===== config.mk =====
export PLATFORM = sky130hd
export DESIGN_NAME = mcop_div_cell
export DESIGN_NICKNAME = d
export VERILOG_FILES = /design/src/rtl/core/masked_complex_elementwise_op_core_defines.svh /design/src/rtl/core/mcop_pkg.sv /design/src/rtl/core/mcop_div_cell.sv
export SDC_FILE = /design/constraint.sdc
export NUM_CORES = 1
export LEC_CHECK = 0
export BUFFER_PORTS_ARGS = -buffer_cell sky130_fd_sc_hd__buf_2
export CAP_MARGIN = 20
export CORE_AREA = 2 2 355 357
export DETAILED_ROUTE_END_ITERATION = 8
export DIE_AREA = 0 0 357 359
export MAX_ROUTING_LAYER = met4
export PLACE_DENSITY_LB_ADDON = 0.1
export RECOVER_POWER = 50
export SLEW_MARGIN = 20
export SYNTH_ARGS = -nofsm -noshare
export SYNTH_HDL_FRONTEND = slang
export SYNTH_SLANG_ARGS = --single-unit

===== constraint.sdc =====
create_clock -name clock -period 6.9 [get_ports clock]
set_input_delay 1.38 -clock clock [delete_from_list [all_inputs] [get_ports clock]]
set_output_delay 1.38 -clock clock [all_outputs]
set_load 0.02 [all_outputs]

===== src/rtl/core/masked_complex_elementwise_op_core_defines.svh =====
// Assertion macros used by the top-level core RTL file.
`ifndef MASKED_COMPLEX_ELEMENTWISE_OP_CORE_DEFINES_SVH
`define MASKED_COMPLEX_ELEMENTWISE_OP_CORE_DEFINES_SVH
`ifndef SYNTHESIS
`define MCOP_ASSERT(lbl, clk, rst, prop, msg) \
   lbl: assert property (@(posedge clk) disable iff (rst) prop) else $error(msg);
`define MCOP_ASSERT_ALWAYS(lbl, clk, prop, msg) \
   lbl: assert property (@(posedge clk) prop) else $error(msg);
`else
`define MCOP_ASSERT(lbl, clk, rst, prop, msg)
`define MCOP_ASSERT_ALWAYS(lbl, clk, prop, msg)
`endif
`endif


===== src/rtl/core/mcop_pkg.sv =====
// Types, codes and helper functions of the masked complex element-wise core.
package mcop_pkg;

   localparam int INDEX_BITS_DEF = 16;
   localparam int IDX_W          = 16;
   localparam int Q_W            = 32;
   localparam int Q_FRAC         = 28;
   localparam int DIV_STEPS      = 64 + Q_FRAC;
   localparam int PADDR_W        = 5;

   localparam logic [1:0] OP_ADD = 2'd0;
   localparam logic [1:0] OP_SUB = 2'd1;
   localparam logic [1:0] OP_MUL = 2'd2;
   localparam logic [1:0] OP_DIV = 2'd3;

   localparam logic [1:0] STATUS_OK  = 2'd0;
   localparam logic [1:0] STATUS_SAT = 2'd1;
   localparam logic [1:0] STATUS_DZ  = 2'd2;

   localparam logic [2:0] REG_INDEX_MASK  = 3'd0;
   localparam logic [2:0] REG_INDEX_MATCH = 3'd1;
   localparam logic [2:0] REG_OP_KIND     = 3'd2;
   localparam logic [2:0] REG_SUCC_RE     = 3'd3;
   localparam logic [2:0] REG_SUCC_IM     = 3'd4;
   localparam logic [2:0] REG_FAIL_RE     = 3'd5;
   localparam logic [2:0] REG_FAIL_IM     = 3'd6;

   localparam logic [31:0] Q_MAX = 32'h7FFF_FFFF;
   localparam logic [31:0] Q_MIN = 32'h8000_0000;
   localparam logic [31:0] Q_ONE = 32'h1000_0000;

   typedef struct packed {
      logic [15:0]        index_mask;
      logic [15:0]        index_match;
      logic [1:0]         op_kind;
      logic signed [31:0] succ_re;
      logic signed [31:0] succ_im;
      logic signed [31:0] fail_re;
      logic signed [31:0] fail_im;
   } cfg_type;

   typedef struct packed {
      logic        valid;
      logic        ok;
      logic        is_div;
      logic        neg_re;
      logic        neg_im;
      logic [31:0] fix_re;
      logic [31:0] fix_im;
      logic [1:0]  fix_status;
   } pass_type;

   typedef struct packed {
      logic [63:0] den;
      logic [63:0] rem_re;
      logic [63:0] rem_im;
      logic [63:0] num_re;
      logic [63:0] num_im;
      logic [31:0] q_re;
      logic [31:0] q_im;
      logic        over_re;
      logic        over_im;
   } div_type;

   typedef struct packed {
      logic [31:0] val;
      logic        clip;
   } sat_type;

   function automatic sat_type sat37(input logic signed [36:0] v);
      sat_type r;
      begin
         r.clip = 1'b1;
         if (v > 37'sd2147483647) begin
            r.val = Q_MAX;
         end else if (v < -37'sd2147483648) begin
            r.val = Q_MIN;
         end else begin
            r.val  = v[31:0];
            r.clip = 1'b0;
         end
         return r;
      end
   endfunction

   function automatic logic [31:0] sign_sat(input logic signed [31:0] v);
      logic [31:0] r;
      begin
         if (v[31]) begin
            r = Q_MIN;
         end else if (v != 32'sd0) begin
            r = Q_MAX;
         end else begin
            r = '0;
         end
         return r;
      end
   endfunction

endpackage


===== src/rtl/core/mcop_div_cell.sv =====
// One restoring-division step for both components, with item payload hand-off.
module mcop_div_cell (
   input  logic               clock,
   input  logic               reset,
   input  logic               adv,
   input  mcop_pkg::pass_type pass_in,
   input  mcop_pkg::div_type  div_in,
   output mcop_pkg::pass_type pass_out,
   output mcop_pkg::div_type  div_out
);

   mcop_pkg::pass_type pass_ff;
   mcop_pkg::div_type  div_ff, div_nx;
   logic [64:0]        t_re, t_im;
   logic               ge_re, ge_im;

   assign t_re  = {div_in.rem_re, div_in.num_re[63]};
   assign t_im  = {div_in.rem_im, div_in.num_im[63]};
   assign ge_re = t_re >= {1'b0, div_in.den};
   assign ge_im = t_im >= {1'b0, div_in.den};

   always_comb begin
      div_nx         = div_in;
      div_nx.rem_re  = ge_re ? 64'(t_re - {1'b0, div_in.den}) : t_re[63:0];
      div_nx.rem_im  = ge_im ? 64'(t_im - {1'b0, div_in.den}) : t_im[63:0];
      div_nx.num_re  = {div_in.num_re[62:0], 1'b0};
      div_nx.num_im  = {div_in.num_im[62:0], 1'b0};
      div_nx.q_re    = {div_in.q_re[30:0], ge_re};
      div_nx.q_im    = {div_in.q_im[30:0], ge_im};
      div_nx.over_re = div_in.over_re | div_in.q_re[31];
      div_nx.over_im = div_in.over_im | div_in.q_im[31];
   end

   always_ff @(posedge clock) begin
      if (reset) begin
         pass_ff.valid <= 1'b0;
      end else if (adv) begin
         pass_ff.valid <= pass_in.valid;
      end
      if (adv) begin
         pass_ff.ok         <= pass_in.ok;
         pass_ff.is_div     <= pass_in.is_div;
         pass_ff.neg_re     <= pass_in.neg_re;
         pass_ff.neg_im     <= pass_in.neg_im;
         pass_ff.fix_re     <= pass_in.fix_re;
         pass_ff.fix_im     <= pass_in.fix_im;
         pass_ff.fix_status <= pass_in.fix_status;
         div_ff             <= div_nx;
      end
   end

   assign pass_out = pass_ff;
   assign div_out  = div_ff;

endmodule


==> results of run 1 <==
-- sequential cells by signal, indices dropped and copies added, names as in the netlist --
register  flops
div_out     384
pass_out     71
-- placed cells by master (no fill, tap or decap), types with 73 or more instances in the layout --
master    count
buf_2       841
nand2_1     179
xnor2_1      73
nor2_1      118
inv_1       113
edfxtp_1    454
ha_1        128
a21oi_1     196
clkbuf_1     83
o21ai_0      89
-- per-stage QoR --
step / hold slack [ns] / power [mW] / std cells / utilization [%] / setup slack [ns]
6_report: 0.492 / 8.64 / 4593 / 25.2 / 1.45
5_1_grt: 0.523 / 9.05 / 4586 / 25.2 / 0.961
4_1_cts: 0.497 / 8.81 / 4561 / 25.2 / 1.67
3_5_place_dp: 0.481 / 5.59 / 4456 / 23.7 / 0.937
3_3_place_gp: 0.477 / 5.61 / 4456 / 23.7 / 0.945
2_1_floorplan: 0.579 / 4.66 / 1961 / - / 2.62
-- power breakdown --
group / switching [mW] / internal (mW) / total (mW) / leakage, nW
sequential: 0.0917 / 3.39 / 3.49 / 4.45
combinational: 1.36 / 0.662 / 2.02 / 7.60
clock: 1.31 / 1.82 / 3.13 / 0.917
total: 2.76 / 5.88 / 8.64 / 13.0
-- final timing paths --
| check | startpoint | endpoint | slack, ns | depth (start not counted) |
|---|---|---|---|---|
| worst min-delay path | pass_out[70] | pass_out[70] | 0.49 | 2 |
| worst max-delay path | adv | div_out[325] | 1.45 | 2 |
| worst min register to register | pass_out[70] | pass_out[70] | 0.49 | 2 |
| worst max register to register | pass_out[70] | pass_out[70] | 6.32 | 2 |
-- layer usage --
metal,track usage (%),vias to the layer above
met1,19.9,9472
met4,3.54,0
met5,-,-
met3,4.99,161
met2,32.2,798
li1,-,9167
-- kinds of logic after synthesis --
| group | Yosys count | synth area share (%) |
|---|---|---|
| flip-flops | 455 | 59.1 |
| AND/OR/NAND/NOR | 475 | 9.62 |
| AO/OA/AOI/OAI | 555 | 14.8 |
| multiplexers | 20 | 0.981 |
| other | 1 | 0.0162 |
| XOR/XNOR | 120 | 4.55 |
| buffers and inverters | 204 | 3.80 |
| adder cells (fa/ha/maj) | 130 | 7.11 |
-- cell type report --
cell class                 instances  area, um2
antenna                           32       80.1
clock inverter                    37        425
fill                           13500      93200
sequential                       455      13700
clock buffer                      68       1470
tap                             1650       2060
timing repair buffer             936       4720
multi-input combinational       1302       8580
inverter                         113        424
==> impl_metrics.csv, run 1 <==
group,metric,value,unit
routing,drtIter0Drc,1376,
worst_setup_path,worstPathRequired,7.18,ns
logic_synthesis,yosysWarnings,0,
floorplanning,die_h,359,um
worst_setup_path,crit_family,"buffers and inverters",
routing,wl_met1,45100,um
logic_synthesis,avgSynthCellArea,11.8,um2
clock_tree,clk_latency,0.66,ns
logic_synthesis,synth_top_cell_area_share,59.0,%
sta,tns,0,ns
worst_setup_path,path_class,"in2reg",
routing,top_layer,"met4",
routing,wl_met3,9450,um
clock_tree,post_cts_resize_count,0,
logic_synthesis,syn_inst,1960,
clock_tree,clkTransAtPathRegs,0.06,ns
logic_synthesis,ys_ff_latch,455,
sta,clock.fmax,183,MHz
worst_setup_path,worstPathCellList,"clkdlybuf4s25_1 -> buf_12",
worst_setup_path,crit_slowest_cell,"clkdlybuf4s25_1",
floorplanning,coreArea,0.125,mm2
global_routing,antenna_found_initial,64,
placed_design,placedInstanceArea,0.0295,mm2
logic_synthesis,synth.area.top_cells,"edfxtp_1 59%, ha_1 6.9%, a21oi_1 4.2%, nand2_1 2.9%, xnor2_1 2.8%",
run_status,outcome,"complete, but fails checks",
sta,finalSetupViolations,0,
sta,clock_skew,0,ns
clock_tree,tritoncts,"built",
worst_hold_path,holdCritPathClass,"reg2reg",
clock_tree,cts_root_buf,"clkbuf_16",
routing,wl_per_cell,25.6,um
routing,dr.pass1.iters,5,
sta,tightest_slew,4.74,ns
sta,fin_crit,5.45,ns
logic_synthesis,synth_edf_count,454,
clock_tree,cts_hold_buf,0,
clock_tree,cts_sinks,455,
clock_tree,htree_levels,2,
global_routing,grt_max_degree,146,
logic_synthesis,synth_common_cells,"454 x edfxtp_1, 196 x a21oi_1, 179 x nand2_1, 128 x ha_1, 118 x nor2_1",
sta,final-hold-violation-count,0,
worst_setup_path,startpoint_type,"input pin",
floorplanning,die_area,0.128,mm2
global_routing,grt_pass1_vias,19700,
worst_setup_path,max_stage_delay,3.41,ns
floorplanning,rows,130,
power,peakVddDrop,0.000220,V
routing,met2WireLength,60300,um
logic_synthesis,seq_area_frac_synth,59.1,%
final_layout,finish.instance_area,0.0314,mm2
power,power_density,275,mW/mm2
routing,antenna_left,0,
floorplanning,ios,917,
logic_synthesis,synth_top_cell_by_area,"edfxtp_1",
worst_setup_path,cp-end-kind,"flip-flop",
logic_synthesis,synth_cell_type_count,80,
routing,drc,0,
routing,via_per_inst,4.27,
floorplanning,fp.dieW,357,um
worst_setup_path,critical_path_buf_inv_count,2,
routing,totalWireLength,118000,um
sta,drv_slew,80,
sta,slew-limit-headroom,-216,%
final_layout,area_growth,36.0,%
worst_setup_path,arrival,5.73,ns
clock_tree,clock_path_buffers,3,
floorplanning,initial_core_util,18.5,%
placed_design,gp_routability_congestion,0.920,
power,leakage,13.0,nW
sta,rsz0062_at_grt,"no",
logic_synthesis,yosysMostFrequentCell,"edfxtp_1",
run_status,violations,"capacitance limit, slew limit",
global_routing,grt_use_total,18.0,%
global_routing,grt_pass1_wl,158000,um
final_layout,drive_above_1_share,34.2,%
clock_tree,numCtsBuffers,57,
logic_synthesis,syn_area,0.0231,mm2
sta,post-route-period-util,79.0,%
routing,via_count,19600,
logic_synthesis,dominantRegCellSynth,"edfxtp_1",
logic_synthesis,synth_async_sr_flop_share,0,%
run,max-cap-violations,1,
placed_design,hpwlAfterDp,98500,um
clock_tree,cts_setup_buffers,0,
final_layout,nNetsFinal,3455,
worst_setup_path,path_max_fanout,129,
placed_design,io_buffers,914,
global_routing,grt_remaining_overflow,0,
(Power assumes the default switching activity.)
==> inputs of run 2 (changes only) <==
==> constraint.sdc (replaced) <==
create_clock -name clock -period 4.7 [get_ports clock]
set_input_delay 0.94 -clock clock [delete_from_list [all_inputs] [get_ports clock]]
set_output_delay 0.94 -clock clock [all_outputs]
set_load 0.02 [all_outputs]
==> impl_metrics.csv, run 2 (synthesis gave the netlist of run 1 again) <==
group,metric,value,unit
run_status,outcome,"complete, but fails checks",
run_status,violations,"capacitance limit, slew limit",
final_layout,area_growth,41.3,%
worst_setup_path,crit_slowest_cell,"fa_1",
final_layout,nNetsFinal,3606,
floorplanning,die_h,359,um
sta,final-hold-violation-count,0,
power,leakage,13.8,nW
routing,via_count,20200,
clock_tree,clkTransAtPathRegs,0.06,ns
sta,post-route-period-util,90.4,%
routing,via_per_inst,4.26,
worst_setup_path,critical_path_buf_inv_count,6,
floorplanning,ios,917,
worst_setup_path,arrival,4.65,ns
clock_tree,cts_sinks,455,
sta,slew-limit-headroom,-59.3,%
clock_tree,numCtsBuffers,60,
placed_design,placedInstanceArea,0.0307,mm2
clock_tree,cts_hold_buf,0,
floorplanning,coreArea,0.125,mm2
sta,fin_crit,4.25,ns
sta,clock_skew,0,ns
global_routing,grt_use_total,18.3,%
final_layout,final_cell_mix,"855 x buf_2, 454 x edfxtp_1, 196 x a21oi_1",
global_routing,grt_pass1_vias,20400,
placed_design,io_buffers,914,
worst_setup_path,crit_family,"compound AO/OA/AOI/OAI gates",
worst_setup_path,path_class,"in2reg",
clock_tree,tritoncts,"built",
clock_tree,clk_latency,0.66,ns
global_routing,antenna_found_initial,77,
floorplanning,initial_core_util,18.5,%
floorplanning,rows,130,
worst_setup_path,cpMostUsedCell,"buf_4",
sta,tightest_slew,2.39,ns
sta,finalSetupViolations,0,
global_routing,grt_pass1_wl,160000,um
run,max-cap-violations,6,
power,power_density,399,mW/mm2
routing,drtIter0Drc,1324,
final_layout,finish.instance_area,0.0326,mm2
floorplanning,die_area,0.128,mm2
clock_tree,htree_levels,2,
global_routing,grt_max_degree,73,
routing,dr.pass1.iters,5,
worst_setup_path,worstPathRequired,5.10,ns
clock_tree,clock_path_buffers,3,
worst_setup_path,max_stage_delay,0.42,ns
worst_hold_path,holdCritPathClass,"in2reg",
worst_setup_path,path_max_fanout,7,
worst_setup_path,cp-end-kind,"flip-flop",
placed_design,gp_routability_congestion,0.904,
power,p_switching,4.13,mW
worst_setup_path,startpoint_type,"input pin",
sta,rsz0062_at_grt,"no",
power,comb_power_share,23.9,%
routing,totalWireLength,119000,um
global_routing,grt_remaining_overflow,0,
final_layout,fillers,13400,
floorplanning,fp.dieW,357,um
power,peakVddDrop,0.000277,V
routing,drc,0,
power,p_int,8.91,mW
final_layout,final_common_cell,"buf_2",
power,p_seq_share,39.3,%
power,finalPower,13.0,mW
final_layout,drive_above_1_share,37.8,%
power,p_clk_share,36.7,%
routing,wl_per_cell,25.1,um
placed_design,hpwlAfterDp,101000,um
clock_tree,cts_setup_buffers,0,
final_layout,largest_reg_flops,384,
sta,drv_slew,300,
sta,clock.fmax,235,MHz
clock_tree,post_cts_resize_count,0,
clock_tree,cts_root_buf,"clkbuf_16",
sta,tns,0,ns
power,switching_share,31.7,%
worst_setup_path,worstPathCellList,"buf_2 -> inv_1 -> ha_1 -> fa_1 -> nand2b_1 -> a211oi_1 -> buf_4 -> o311ai_0 -> buf_4 -> a311oi_1 -> buf_4 -> nor3_1 -> o31ai_2 -> a21oi_1 -> buf_4 -> o31ai_1 -> xnor2_1 -> o21ai_1",
routing,antenna_left,0,
[run 2: changes by cell type in the layout (fill, tap and decap cells not counted), sizes merged]
cell and delta:
clkinv +7, clkinvlp -1, clkbuf -4, clkdlybuf4s25 -1, diode +6, bufinv +1
buf +153
[run 2: area by class of cell]
class | instances | area (um2) | area share (%)
Tap cell | 1650 | 2060 | 6.33
Sequential cell | 455 | 13700 | 41.9
Timing Repair Buffer | 1084 | 5800 | 17.8
Clock buffer | 68 | 1530 | 4.69
Inverter | 113 | 424 | 1.30
Antenna cell | 38 | 95.1 | 0.291
Clock inverter | 44 | 483 | 1.48
Multi-Input combinational cell | 1302 | 8580 | 26.3
[run 2: final timing paths]
check,startpoint,endpoint,slack [ns],cells after the start
setup / recovery,div_in[193],div_out[320],0.45,18
hold / removal,reset,pass_out[70],0.43,2
setup reg to reg,pass_out[70],pass_out[70],4.08,2
hold reg to reg,pass_out[70],pass_out[70],0.51,2
[run 2: metrics by stage]
stage                     setup WS (ns)  util, %  hold slack [ns]  cells
after CTS                         0.370     26.2            0.368   4716
after global placement           -0.328     24.6            0.473   4604
final                             0.451     26.2            0.429   4754
after global routing              0.128     26.2            0.378   4752
after floorplan                   0.858        -            0.579   1961
after detailed placement         -0.324     24.6            0.490   4604
[run 2: power groups by stage]
stage / clock network, mW / logic [mW] / registers (mW)
CTS: 4.98 / 3.20 / 5.13
floorplan: 0 / 1.13 / 5.71
global route: 5.12 / 3.38 / 5.17
finish: 4.79 / 3.12 / 5.13
global placement: 0 / 3.18 / 5.21
detailed placement: 0 / 3.18 / 5.20
[run 2: layer usage]
layer	routed length, um	track usage [%]
met5	0	-
met4	3630	5.21
met3	10100	5.89
met2	59800	31.7
met1	45600	19.9
